==> src/sv/midi_track_event_parser_unit_assert.svh <==
// Assertion macros shared by the track parser RTL.
// Needs a clk and an active-low rst_n in the scope where a macro is used.
`ifndef MIDI_TRACK_EVENT_PARSER_UNIT_ASSERT_SVH
`define MIDI_TRACK_EVENT_PARSER_UNIT_ASSERT_SVH

// same-cycle implication
`define MTEP_ASSERT_NOW(lbl, ante, cons, msg) \
  lbl: assert property (@(posedge clk) disable iff (!rst_n) (ante) |-> (cons)) \
    else $error(msg);

// next-cycle implication
`define MTEP_ASSERT_NEXT(lbl, ante, cons, msg) \
  lbl: assert property (@(posedge clk) disable iff (!rst_n) (ante) |=> (cons)) \
    else $error(msg);

`endif

==> src/sv/mtep_pkg.sv <==
// Types and constants for the MIDI track event parser.
// No dependencies; used by mtep_core and the top level.
`default_nettype none

package mtep_pkg;

  typedef enum logic [3:0] {
    PH_DELTA    = 4'd0,
    PH_STATUS   = 4'd1,
    PH_DATA1    = 4'd2,
    PH_DATA2    = 4'd3,
    PH_SYSLEN   = 4'd4,
    PH_SKIP     = 4'd5,
    PH_METATYPE = 4'd6,
    PH_METALEN  = 4'd7,
    PH_TEMPO    = 4'd8
  } mtep_phase_t;

  localparam logic [2:0] KIND_NONE     = 3'd0;
  localparam logic [2:0] KIND_NOTE_OFF = 3'd1;
  localparam logic [2:0] KIND_NOTE_ON  = 3'd2;
  localparam logic [2:0] KIND_TEMPO    = 3'd3;
  localparam logic [2:0] KIND_UNKNOWN  = 3'd4;

  localparam logic [7:0] ST_SYSEX      = 8'hF0;
  localparam logic [7:0] ST_SYSEX_ESC  = 8'hF7;
  localparam logic [7:0] ST_META       = 8'hFF;
  localparam logic [3:0] HI_NOTE_OFF   = 4'h8;
  localparam logic [3:0] HI_NOTE_ON    = 4'h9;
  localparam logic [3:0] HI_PROG       = 4'hC;
  localparam logic [3:0] HI_PRESSURE   = 4'hD;
  localparam logic [3:0] HI_SYSTEM     = 4'hF;
  localparam logic [7:0] META_TEMPO    = 8'h51;
  localparam logic [7:0] META_EOT      = 8'h2F;

  typedef struct packed {
    logic [7:0] data_byte;
    logic       chunk_end;
  } mtep_in_t;

  typedef struct packed {
    logic [2:0]  event_kind;
    logic [31:0] event_ticks;
    logic [3:0]  channel;
    logic [7:0]  note_number;
    logic [7:0]  velocity;
    logic [23:0] tempo_us;
    logic [7:0]  status_seen;
    logic        track_done;
    logic [31:0] elapsed_ticks;
  } mtep_out_t;

  typedef struct packed {
    logic step;
    logic cfg_we;
  } mtep_ctl_t;

endpackage

`default_nettype wire

==> src/sv/mtep_core.sv <==
// Track parser state and per-byte decode logic.
// Depends on mtep_pkg and the assertion macro header.
`default_nettype none
`include "midi_track_event_parser_unit_assert.svh"

module mtep_core (
  input  wire logic              clk,
  input  wire logic              rst_n,
  input  wire mtep_pkg::mtep_ctl_t ctl,
  input  wire logic [31:0]       cfg_wdata,
  input  wire mtep_pkg::mtep_in_t  in_word,
  output logic                   has_result,
  output mtep_pkg::mtep_out_t    result
);
  import mtep_pkg::*;

  mtep_phase_t phase_r, phase_nxt;
  logic [7:0]  run_st_r, run_st_nxt;
  logic [7:0]  cur_st_r, cur_st_nxt;
  logic [31:0] start_r;
  logic [31:0] tick_r, tick_nxt;
  logic [31:0] elap_r, elap_nxt;
  logic [31:0] len_r, len_nxt;
  logic [31:0] skip_r, skip_nxt;
  logic [7:0]  meta_r, meta_nxt;
  logic [23:0] tempo_r, tempo_nxt;
  logic [7:0]  first_r, first_nxt;
  logic        ended_r, ended_nxt;
  logic [1:0]  tcnt_r, tcnt_nxt;

  logic [7:0]  b;
  logic        last;
  logic [31:0] vlq_acc;
  logic        vlq_done;
  logic [32:0] sum33;
  logic        sat;
  logic [31:0] tick_add, elap_add;
  logic        consumed;
  logic [7:0]  st;
  logic        st_chan, st_sys, st_meta, st_short;
  logic        cur_short;
  logic [31:0] skip_dec;
  logic        eot;
  logic        done_f;
  logic [2:0]  kind;
  logic [3:0]  chan;
  logic [7:0]  note, vel, seen;
  logic [23:0] tempo_out;

  assign b        = in_word.data_byte;
  assign last     = in_word.chunk_end;
  assign vlq_acc  = {len_r[24:0], b[6:0]};
  assign vlq_done = ~b[7];
  assign sum33    = {1'b0, tick_r} + {1'b0, vlq_acc};
  assign sat      = sum33[32];
  assign tick_add = sat ? '1 : sum33[31:0];
  assign elap_add = sat ? ~start_r : elap_r + vlq_acc;
  assign consumed = b[7];
  assign st       = consumed ? b : run_st_r;
  assign st_chan  = st[7] && (st[7:4] != HI_SYSTEM);
  assign st_sys   = (st == ST_SYSEX) || (st == ST_SYSEX_ESC);
  assign st_meta  = (st == ST_META);
  assign st_short = (st[7:4] == HI_PROG) || (st[7:4] == HI_PRESSURE);
  assign cur_short = (cur_st_r[7:4] == HI_PROG) || (cur_st_r[7:4] == HI_PRESSURE);
  assign skip_dec = skip_r - 32'd1;

  // next phase
  always_comb begin
    phase_nxt = phase_r;
    if (!ended_r) begin
      unique case (phase_r)
        PH_DELTA:    if (vlq_done) phase_nxt = PH_STATUS;
        PH_STATUS: begin
          if (st_chan) begin
            if (consumed)      phase_nxt = PH_DATA1;
            else if (st_short) phase_nxt = PH_DELTA;
            else               phase_nxt = PH_DATA2;
          end else if (st_sys) begin
            phase_nxt = PH_SYSLEN;
          end else if (st_meta) begin
            phase_nxt = PH_METATYPE;
          end else begin
            // a data byte with no running status also closes a one-byte delta
            phase_nxt = consumed ? PH_DELTA : PH_STATUS;
          end
        end
        PH_DATA1:    phase_nxt = cur_short ? PH_DELTA : PH_DATA2;
        PH_DATA2:    phase_nxt = PH_DELTA;
        PH_SYSLEN: begin
          if (vlq_done) phase_nxt = (vlq_acc != '0) ? PH_SKIP : PH_DELTA;
        end
        PH_SKIP:     if (skip_dec == '0) phase_nxt = PH_DELTA;
        PH_METATYPE: phase_nxt = PH_METALEN;
        PH_METALEN: begin
          if (vlq_done) begin
            if (meta_r == META_EOT)                          phase_nxt = PH_DELTA;
            else if (meta_r == META_TEMPO && vlq_acc != '0)  phase_nxt = PH_TEMPO;
            else phase_nxt = (vlq_acc != '0) ? PH_SKIP : PH_DELTA;
          end
        end
        PH_TEMPO: begin
          if (skip_dec == '0)     phase_nxt = PH_DELTA;
          else if (tcnt_r == 2'd2) phase_nxt = PH_SKIP;
        end
        default:     phase_nxt = PH_DELTA;
      endcase
    end
    if (last) phase_nxt = PH_DELTA;
  end

  // datapath and result
  always_comb begin
    run_st_nxt = run_st_r;
    cur_st_nxt = cur_st_r;
    tick_nxt   = tick_r;
    elap_nxt   = elap_r;
    len_nxt    = len_r;
    skip_nxt   = skip_r;
    meta_nxt   = meta_r;
    tempo_nxt  = tempo_r;
    first_nxt  = first_r;
    ended_nxt  = ended_r;
    tcnt_nxt   = tcnt_r;
    eot        = 1'b0;
    kind       = KIND_NONE;
    chan       = '0;
    note       = '0;
    vel        = '0;
    seen       = '0;
    tempo_out  = '0;
    if (!ended_r) begin
      case (phase_r)
        PH_DELTA: begin
          len_nxt = vlq_acc;
          if (vlq_done) begin
            tick_nxt = tick_add;
            elap_nxt = elap_add;
            len_nxt  = '0;
          end
        end
        PH_STATUS: begin
          if (st_chan) begin
            cur_st_nxt = st;
            if (consumed)       run_st_nxt = st;
            else if (!st_short) first_nxt  = b;
          end else if (st_sys) begin
            cur_st_nxt = st;
            len_nxt    = '0;
          end else if (st_meta) begin
            cur_st_nxt = st;
          end else begin
            kind    = KIND_UNKNOWN;
            seen    = st;
            len_nxt = '0;
            if (!consumed) begin
              tick_nxt = tick_add;
              elap_nxt = elap_add;
            end
          end
        end
        PH_DATA1: if (!cur_short) first_nxt = b;
        PH_DATA2: begin
          if (cur_st_r[7:4] == HI_NOTE_OFF || cur_st_r[7:4] == HI_NOTE_ON) begin
            kind = (cur_st_r[7:4] == HI_NOTE_OFF) ? KIND_NOTE_OFF : KIND_NOTE_ON;
            chan = cur_st_r[3:0];
            note = first_r;
            vel  = b;
          end
        end
        PH_SYSLEN: begin
          len_nxt = vlq_acc;
          if (vlq_done) begin
            skip_nxt = vlq_acc;
            len_nxt  = '0;
          end
        end
        PH_SKIP: skip_nxt = skip_dec;
        PH_METATYPE: begin
          meta_nxt = b;
          len_nxt  = '0;
        end
        PH_METALEN: begin
          len_nxt = vlq_acc;
          if (vlq_done) begin
            len_nxt = '0;
            if (meta_r == META_EOT) begin
              ended_nxt = 1'b1;
              eot       = 1'b1;
            end else if (meta_r == META_TEMPO && vlq_acc != '0) begin
              skip_nxt  = vlq_acc;
              tempo_nxt = '0;
              tcnt_nxt  = '0;
            end else begin
              skip_nxt = vlq_acc;
            end
          end
        end
        PH_TEMPO: begin
          tempo_nxt = {tempo_r[15:0], b};
          skip_nxt  = skip_dec;
          tcnt_nxt  = tcnt_r + 2'd1;
          if (tcnt_r == 2'd2) begin
            kind      = KIND_TEMPO;
            tempo_out = {tempo_r[15:0], b};
          end
        end
        default: len_nxt = '0;
      endcase
    end

    done_f = eot || (last && !ended_r);

    result.event_kind    = kind;
    result.event_ticks   = (kind != KIND_NONE) ? tick_nxt : '0;
    result.channel       = chan;
    result.note_number   = note;
    result.velocity      = vel;
    result.tempo_us      = tempo_out;
    result.status_seen   = seen;
    result.track_done    = done_f;
    result.elapsed_ticks = done_f ? elap_nxt : '0;
    has_result           = (kind != KIND_NONE) || done_f;

    if (last) begin
      run_st_nxt = '0;
      cur_st_nxt = '0;
      tick_nxt   = start_r;
      elap_nxt   = '0;
      len_nxt    = '0;
      skip_nxt   = '0;
      meta_nxt   = '0;
      tempo_nxt  = '0;
      first_nxt  = '0;
      ended_nxt  = 1'b0;
      tcnt_nxt   = '0;
    end
  end

  always_ff @(posedge clk) begin
    if (!rst_n) begin
      phase_r  <= PH_DELTA;
      run_st_r <= '0;
      cur_st_r <= '0;
      start_r  <= '0;
      tick_r   <= '0;
      elap_r   <= '0;
      len_r    <= '0;
      skip_r   <= '0;
      meta_r   <= '0;
      tempo_r  <= '0;
      first_r  <= '0;
      ended_r  <= 1'b0;
      tcnt_r   <= '0;
    end else begin
      if (ctl.step) begin
        phase_r  <= phase_nxt;
        run_st_r <= run_st_nxt;
        cur_st_r <= cur_st_nxt;
        len_r    <= len_nxt;
        skip_r   <= skip_nxt;
        meta_r   <= meta_nxt;
        tempo_r  <= tempo_nxt;
        first_r  <= first_nxt;
        ended_r  <= ended_nxt;
        tcnt_r   <= tcnt_nxt;
      end
      if (ctl.cfg_we) begin
        start_r <= cfg_wdata;
        tick_r  <= cfg_wdata;
        elap_r  <= '0;
      end else if (ctl.step) begin
        tick_r  <= tick_nxt;
        elap_r  <= elap_nxt;
      end
    end
  end

  `MTEP_ASSERT_NOW(a_ended_idle, ended_r, phase_r == PH_DELTA, "ended track left delta phase")
  `MTEP_ASSERT_NOW(a_tempo_cnt, phase_r == PH_TEMPO, tcnt_r != 2'd3, "tempo byte count overran")
  `MTEP_ASSERT_NEXT(a_restart, ctl.step && last, !ended_r && tick_r == start_r && elap_r == '0,
                    "chunk end did not restart the track")

endmodule

`default_nettype wire

==> src/sv/midi_track_event_parser_unit.sv <==
// Top level of the MIDI track event parser: input word register,
// mtep_core decode, result register. Depends on mtep_pkg, mtep_core.
//
//   channel | dir | payload     | handshake
//   in      | in  | mtep_in_t   | in_valid / in_stall
//   out     | out | mtep_out_t  | out_valid / out_stall
//   cfg     | in  | 32b start   | cfg_we, no wait
//
// One byte per cycle unless stalled; input and result are each registered.
// Rate set by the single decode pass between the input and result registers.
// Synchronous active-low reset; start_ticks resets to 0, no clearing pass.
// A held result stalls the input register, which then stalls in_valid words.
`default_nettype none
`include "midi_track_event_parser_unit_assert.svh"

module midi_track_event_parser_unit (
  input  wire logic                clk,
  input  wire logic                rst_n,
  input  wire logic                in_valid,
  output logic                     in_stall,
  input  wire mtep_pkg::mtep_in_t  in_data,
  output logic                     out_valid,
  input  wire logic                out_stall,
  output mtep_pkg::mtep_out_t      out_data,
  input  wire logic                cfg_we,
  input  wire logic [31:0]         cfg_wdata
);
  import mtep_pkg::*;

  logic      s1_valid_r, s1_valid_nxt;
  mtep_in_t  s1_word_r;
  logic      out_valid_r, out_valid_nxt;
  mtep_out_t out_word_r;
  logic      out_free;
  logic      advance;
  logic      accept;
  logic      has_result;
  mtep_out_t result;
  mtep_ctl_t ctl;

  assign out_free = !out_valid_r || !out_stall;
  assign advance  = s1_valid_r && out_free;
  assign in_stall = s1_valid_r && !out_free;
  assign accept   = in_valid && !in_stall;

  assign ctl.step   = advance;
  assign ctl.cfg_we = cfg_we;

  mtep_core u_core (
    .clk        (clk),
    .rst_n      (rst_n),
    .ctl        (ctl),
    .cfg_wdata  (cfg_wdata),
    .in_word    (s1_word_r),
    .has_result (has_result),
    .result     (result)
  );

  always_comb begin
    s1_valid_nxt = s1_valid_r;
    if (accept)       s1_valid_nxt = 1'b1;
    else if (advance) s1_valid_nxt = 1'b0;
    out_valid_nxt = out_valid_r;
    if (out_free) out_valid_nxt = advance && has_result;
  end

  always_ff @(posedge clk) begin
    if (!rst_n) begin
      s1_valid_r  <= 1'b0;
      out_valid_r <= 1'b0;
    end else begin
      s1_valid_r  <= s1_valid_nxt;
      out_valid_r <= out_valid_nxt;
    end
  end

  always_ff @(posedge clk) begin
    if (accept) s1_word_r <= in_data;
    if (advance && has_result) out_word_r <= result;
  end

  assign out_valid = out_valid_r;
  assign out_data  = out_word_r;

  `MTEP_ASSERT_NEXT(a_hold_word, s1_valid_r && !out_free, s1_valid_r, "held word was lost")
  `MTEP_ASSERT_NEXT(a_result_out, advance && has_result, out_valid_r, "result not registered")
  `MTEP_ASSERT_NOW(a_result_real, out_valid_r,
                   out_word_r.event_kind != KIND_NONE || out_word_r.track_done,
                   "empty result word")

endmodule

`default_nettype wire
==> config.mk <==
export PLATFORM = sky130hd
export DESIGN_NAME = midi_track_event_parser_unit
export DESIGN_NICKNAME = d
export VERILOG_FILES = /design/src/sv/mtep_pkg.sv /design/src/sv/mtep_core.sv /design/src/sv/midi_track_event_parser_unit.sv
export VERILOG_INCLUDE_DIRS = /design/src /design/src/sv
export SDC_FILE = /design/constraint.sdc
export NUM_CORES = 1
export LEC_CHECK = 0
export ABC_CLOCK_PERIOD_IN_PS = 9400
export BUFFER_PORTS_ARGS = -buffer_cell sky130_fd_sc_hd__buf_2
export CAP_MARGIN = 20
export CORE_MARGIN = 2
export CORE_UTILIZATION = 60
export CTS_BUF_LIST = sky130_fd_sc_hd__clkbuf_4 sky130_fd_sc_hd__clkbuf_8
export DETAILED_ROUTE_END_ITERATION = 10
export PLACE_DENSITY = 0.8
export SYNTH_ARGS = -nofsm -noshare
export SYNTH_HDL_FRONTEND = slang
export SYNTH_SLANG_ARGS = --single-unit
==> constraint.sdc <==
create_clock -name clk -period 9.4 [get_ports clk]
set_clock_uncertainty 0.15 [all_clocks]
set_input_delay 0.94 -clock clk [delete_from_list [all_inputs] [get_ports clk]]
set_output_delay 0.94 -clock clk [all_outputs]
set_load 0.1 [all_outputs]
Word level (Yosys, flattened, before mapping)
Index checks and enable logic that the tools add are counted.
{ "word_totals": {"reg_bits": 339, "elab_cells": 221, "out_inout_bits": 122} }
{ "op_classes": {"n_reduce_logical": 48, "bitwise": 7, "add_sub_neg": 4, "n_eq_ne": 36, "muxes": 100} }
{ "op_table": {"columns": ["operator", "n"], "rows": [
  ["$mux W32", 21],
  ["$mux W8", 21],
  ["$mux W25", 6],
  ["$pmux W32 S2", 2],
  ["$pmux W32 S3", 1],
  ["$mux W16", 5],
  ["$pmux W25 S3", 1],
  ["$mux W4", 14],
  ["$add A32 B32 Y33", 1],
  ["$add A32 B32 Y32", 1],
  ["$logic_not A32 Y1", 1],
  ["$not A32 Y32", 1],
  ["$pmux W16 S2", 1],
  ["$pmux W4 S8", 1],
  ["$reduce_bool A32 Y1", 1],
  ["$sub A32 B1 Y32 const B", 1],
  ["$eq A4 B4 Y1 const B", 7],
  ["$eq A8 B8 Y1 const B", 3],
  ["$ne A3 B3 Y1 const B", 8],
  ["$mux W2", 9],
  ["$mux W3", 6],
  ["$eq A4 B3 Y1 const B", 4],
  ["$pmux W8 S2", 1],
  ["$reduce_and A7 Y1", 2],
  ["other kinds (31)", 76]
]} }

Logic depth before layout (Yosys ltp)
{ "depth": {"ltp_word": 11, "ltp_mapped": 14} }

Hierarchy
A second synthesis with hierarchy kept.
{ "unflattened": {"cells_unflattened": 2206, "hier_area_um2": 19193.4} }
{ "modules_own_cells": {"columns": ["mod", "n_inst", "cells_per_inst", "area_per_inst_um2"], "rows": [
  ["mtep_core", 1, 2067, 15228.4],
  ["midi_track_event_parser_unit", 1, 139, 3965.1]
]} }

Worst setup path after synthesis
No wires, ideal clock.
{ "synth_timing": {"kind": "register -> register", "startpoint": "register u_core.phase_r[3]", "endpoint": "register out_word_r (netlist bit out_data[0]) (enable)", "period_less_slack_ns": 8.276, "path_stages_with_launch": 7, "arrival_time_ns": 7.486, "setup_slack_ns": 1.124, "path_cell_list": "dfxtp_1 clkbuf_1 nand2b_1 or4b_2 a21oi_1 nor2_1 a21oi_1"} }
{ "synth_via": {"elab_chain_len": 6, "elab_cells_between_ends": 12, "classes_between": "4 x eq/ne; 4 x mux; 4 x reduce/logical"} }
{ "synth_lines": {"columns": ["element", "line", "text"], "rows": [
  ["start: declaration", "mtep_core.sv:17", "mtep_phase_t phase_r, phase_nxt;"],
  ["start signal: assignment", "mtep_core.sv:256", "phase_r <= phase_nxt;"],
  ["$eq A4 B4 Y1 (tied with other cells)", "mtep_core.sv:132", "case (phase_r)"],
  ["$pmux W3 S3 / $mux W1 (equally long branches)", "mtep_core.sv:132", null],
  ["$mux W3 / $mux W1 (equally long branches)", "mtep_core.sv:131", "if (!ended_r) begin"],
  ["$reduce_bool A3 Y1 / $logic_or A1 B1 Y1 (equally long branches)", "mtep_core.sv:222, mtep_core.sv:211", null],
  ["$logic_or A1 B1 Y1 (*)", "mtep_core.sv:222", "has_result = (kind != KIND_NONE) || done_f;"],
  ["$logic_and A1 B1 Y1 (*)", "midi_track_event_parser_unit.sv:79", "if (advance && has_result) out_word_r <= result;"],
  ["end signal: assignment", "midi_track_event_parser_unit.sv:79", null],
  ["end: declaration", "midi_track_event_parser_unit.sv:33", "mtep_out_t out_word_r;"]
]} }
Mark *: on every way between the ends. The rest lies on a longest branch, timed or not.
A chain may end at the register's enable or synchronous reset.

==> impl_metrics.yaml <==
global_route:
  gr-total-overflow: 0
  grt_use_total_pct: 34.87
  antenna_found_initial: 1
  grt_pass1_vias: 16720
  grt_max_degree: 125
  grt_pass1_wl_um: 91650
power_and_ir_drop:
  power_leakage_nw: 8.349
  power_mw: 3.523
  ir_drop_uv: 116.1
  power_density_mw_per_mm2: 165.2
yosys:
  ys_ff_latch: 339
  yosysUniqueCellTypes: 83
  synth_top_family_by_area: "compound AO/OA/AOI/OAI gates"
  syn_area_per_cell_um2: 8.687
  synth-seq-area-share_pct: 42.48
  synth_edf_count: 129
  synthMuxAreaShare_pct: 2.178
  yosys_warnings: 0
  syn_area_mm2: 0.01902
  synth_top_area_share_pct: 22.11
  async_flop_share_pct: 0
  synth_compound_area_share_pct: 22.63
  synth_nets: 2303
  synth_area_leaders: "dfxtp_1 (22%), edfxtp_1 (20%), o21ai_0 (4.7%)"
  synth-simple-area-share_pct: 21.48
  syn_inst: 2189
  synth_fa_ha_area_share_pct: 4.553
  synth_xor_area_share_pct: 2.948
  yosys.area.top_type: "dfxtp_1"
  synth_flop_cell: "dfxtp_1"
worst_setup_path:
  path_max_fanout: 55
  cp_data_arrival_time_ns: 5.11
  reg2reg_slack_ns: 4.39
  crit_path_end_kind: "flop"
  crit_required_ns: 9.50
  critPathKind: "reg2reg"
  startpoint_type: "flop"
sta:
  slew_headroom_pct: 23.76
  worst_slack_ns: 4.391
  hold_viol: 0
  worst_slew_pin_slew_ns: 1.144
  hold-worst-slack_ns: 0.3127
  finalMaxSlewViolations: 0
  rsz0062_at_grt: "no"
  setup_viol_count_final: 0
  period_minus_slack_ns: 5.009
  fin_crit_sh_pct: 53.28
  setup-tns-final_ns: 0
  fmax_ghz: 0.1997
clock_network:
  hold_buffers: 0
  cts.path.max_buffers: 3
  cts_buffers: 56
  cts_tree: "done"
  post-cts-setup-buffers: 0
  clk_latency_ns: 0.64
  cts_resized: 0
  cts_sinks: 339
  clk_pin_slew_ns: 0.07
  htree_levels: 2
  root_buffer: "clkbuf_8"
place:
  gp_congestion: 0.9831
  place_ws_ns: 4.480
  place_area_mm2: 0.01999
  hpwl_um: 40540
  dpl.cell_count: 2638
  numPortBuffers: 167
floorplan:
  io_pins: 168
  rows: 65
  coreArea_mm2: 0.03139
  die_w_um: 182.0
  start_util_pct: 60.57
  die_area_mm2: 0.03313
  die_h_um: 182.0
final_layout:
  final_util_pct: 67.95
  syn_to_final_growth_pct: 12.18
  diodes: 0
  stdcell_count: 2745
  postLayoutCellArea_mm2: 0.02133
  final_cell_mix: "dfxtp_1 (210), nor2_1 (202), nand2_1 (189)"
  nets: 2411
  drive_gt1_share_pct: 13.87
  final_common_cell: "dfxtp_1"
hold_path:
  hp-class: "reg2reg"
job:
  max-cap-violations: 0
status:
  status: "complete, no violations"
detailed_routing:
  vias: 17800
  firstDrtPassIters: 6
  drtIter0Drc: 1938
  drcViolationCount: 0
  drt-total-wl_um: 59140
  avgRoutedWirePerCell_um: 21.54
  drtAntennaViolNets: 0
  via_per_inst: 6.485
[final timing paths]
path | from | end | cells past startpoint
worst min-delay path | u_core.tempo_r[8] | u_core.tempo_r[8] | 2
worst max register to register | s1_word_r[3] | out_data[24] | 11
worst min register to register | u_core.tempo_r[8] | u_core.tempo_r[8] | 2
worst max-delay path | s1_word_r[3] | out_data[24] | 11
[where the power goes]
| group | internal, mW | total, mW | leakage, nW | switching [mW] |
|---|---|---|---|---|
| Sequential | 1.56 | 1.60 | 2.95 | 0.0379 |
| Combinational | 0.116 | 0.425 | 4.72 | 0.309 |
| Clock | 0.860 | 1.50 | 0.681 | 0.641 |
[cells by family (layout without fill, tap and decap cells)]
| logic type | after synthesis | after routing |
|---|---|---|
| AND/OR/NAND/NOR | 821 | 821 |
| multiplexers | 41 | 41 |
| flip-flops | 339 | 339 |
| AO/OA/AOI/OAI | 681 | 681 |
| XOR/XNOR | 64 | 64 |
| adder cells (fa/ha/maj) | 68 | 68 |
| buffers and inverters | 175 | 329 |
[routing by layer]
metal,up-vias,share of wire [%],GRT usage [%]
li1,8208,-,-
met1,8350,42,47.16
met2,1012,44,54.84
met3,230,9.1,5.736
met4,0,5.0,16.42
met5,-,0,0
[critical path: stages (launching register included)]
cell and delay [ns]:
edfxtp_1 0.67, mux2i_1 0.45, nor3_1 0.15, o21a_1 0.23
nor2_1 0.14, nand2_1 0.24, inv_1 0.18, nor2_2 0.05
buf_4 0.27, a21oi_4 0.62, buf_4 0.70, buf_4 0.69
[synth_stat cells (59+ instances only)]
master,count
and2_1,84
nor3_1,59
clkbuf_1,113
edfxtp_1,129
o21ai_0,180
a21boi_0,65
nand3_1,81
ha_1,66
nor2_1,204
a21oi_1,172
nor2b_1,80
dfxtp_1,210
nand2_1,189
[area by class of cell]
type,count,area [um^2]
Sequential cell,339,8078
Timing Repair Buffer,195,1069
Fill cell,2523,10060
Tap cell,402,503.0
Clock inverter,31,350.3
Multi-Input combinational cell,1675,10270
Clock buffer,73,948.4
Inverter,30,112.6
[flip-flops by register name, summed over array words and instances, names as in the netlist, 8 cells and up]
name / cells
s1_word_r: 9
out_data: 120
u_core.start_r: 32
u_core.elap_r: 32
u_core.tempo_r: 16
u_core.run_st_r: 8
u_core.first_r: 8
u_core.meta_r: 8
u_core.len_r: 25
u_core.tick_r: 32
u_core.cur_st_r: 8
u_core.skip_r: 32
Note: power is estimated with default switching activity, not from simulation.
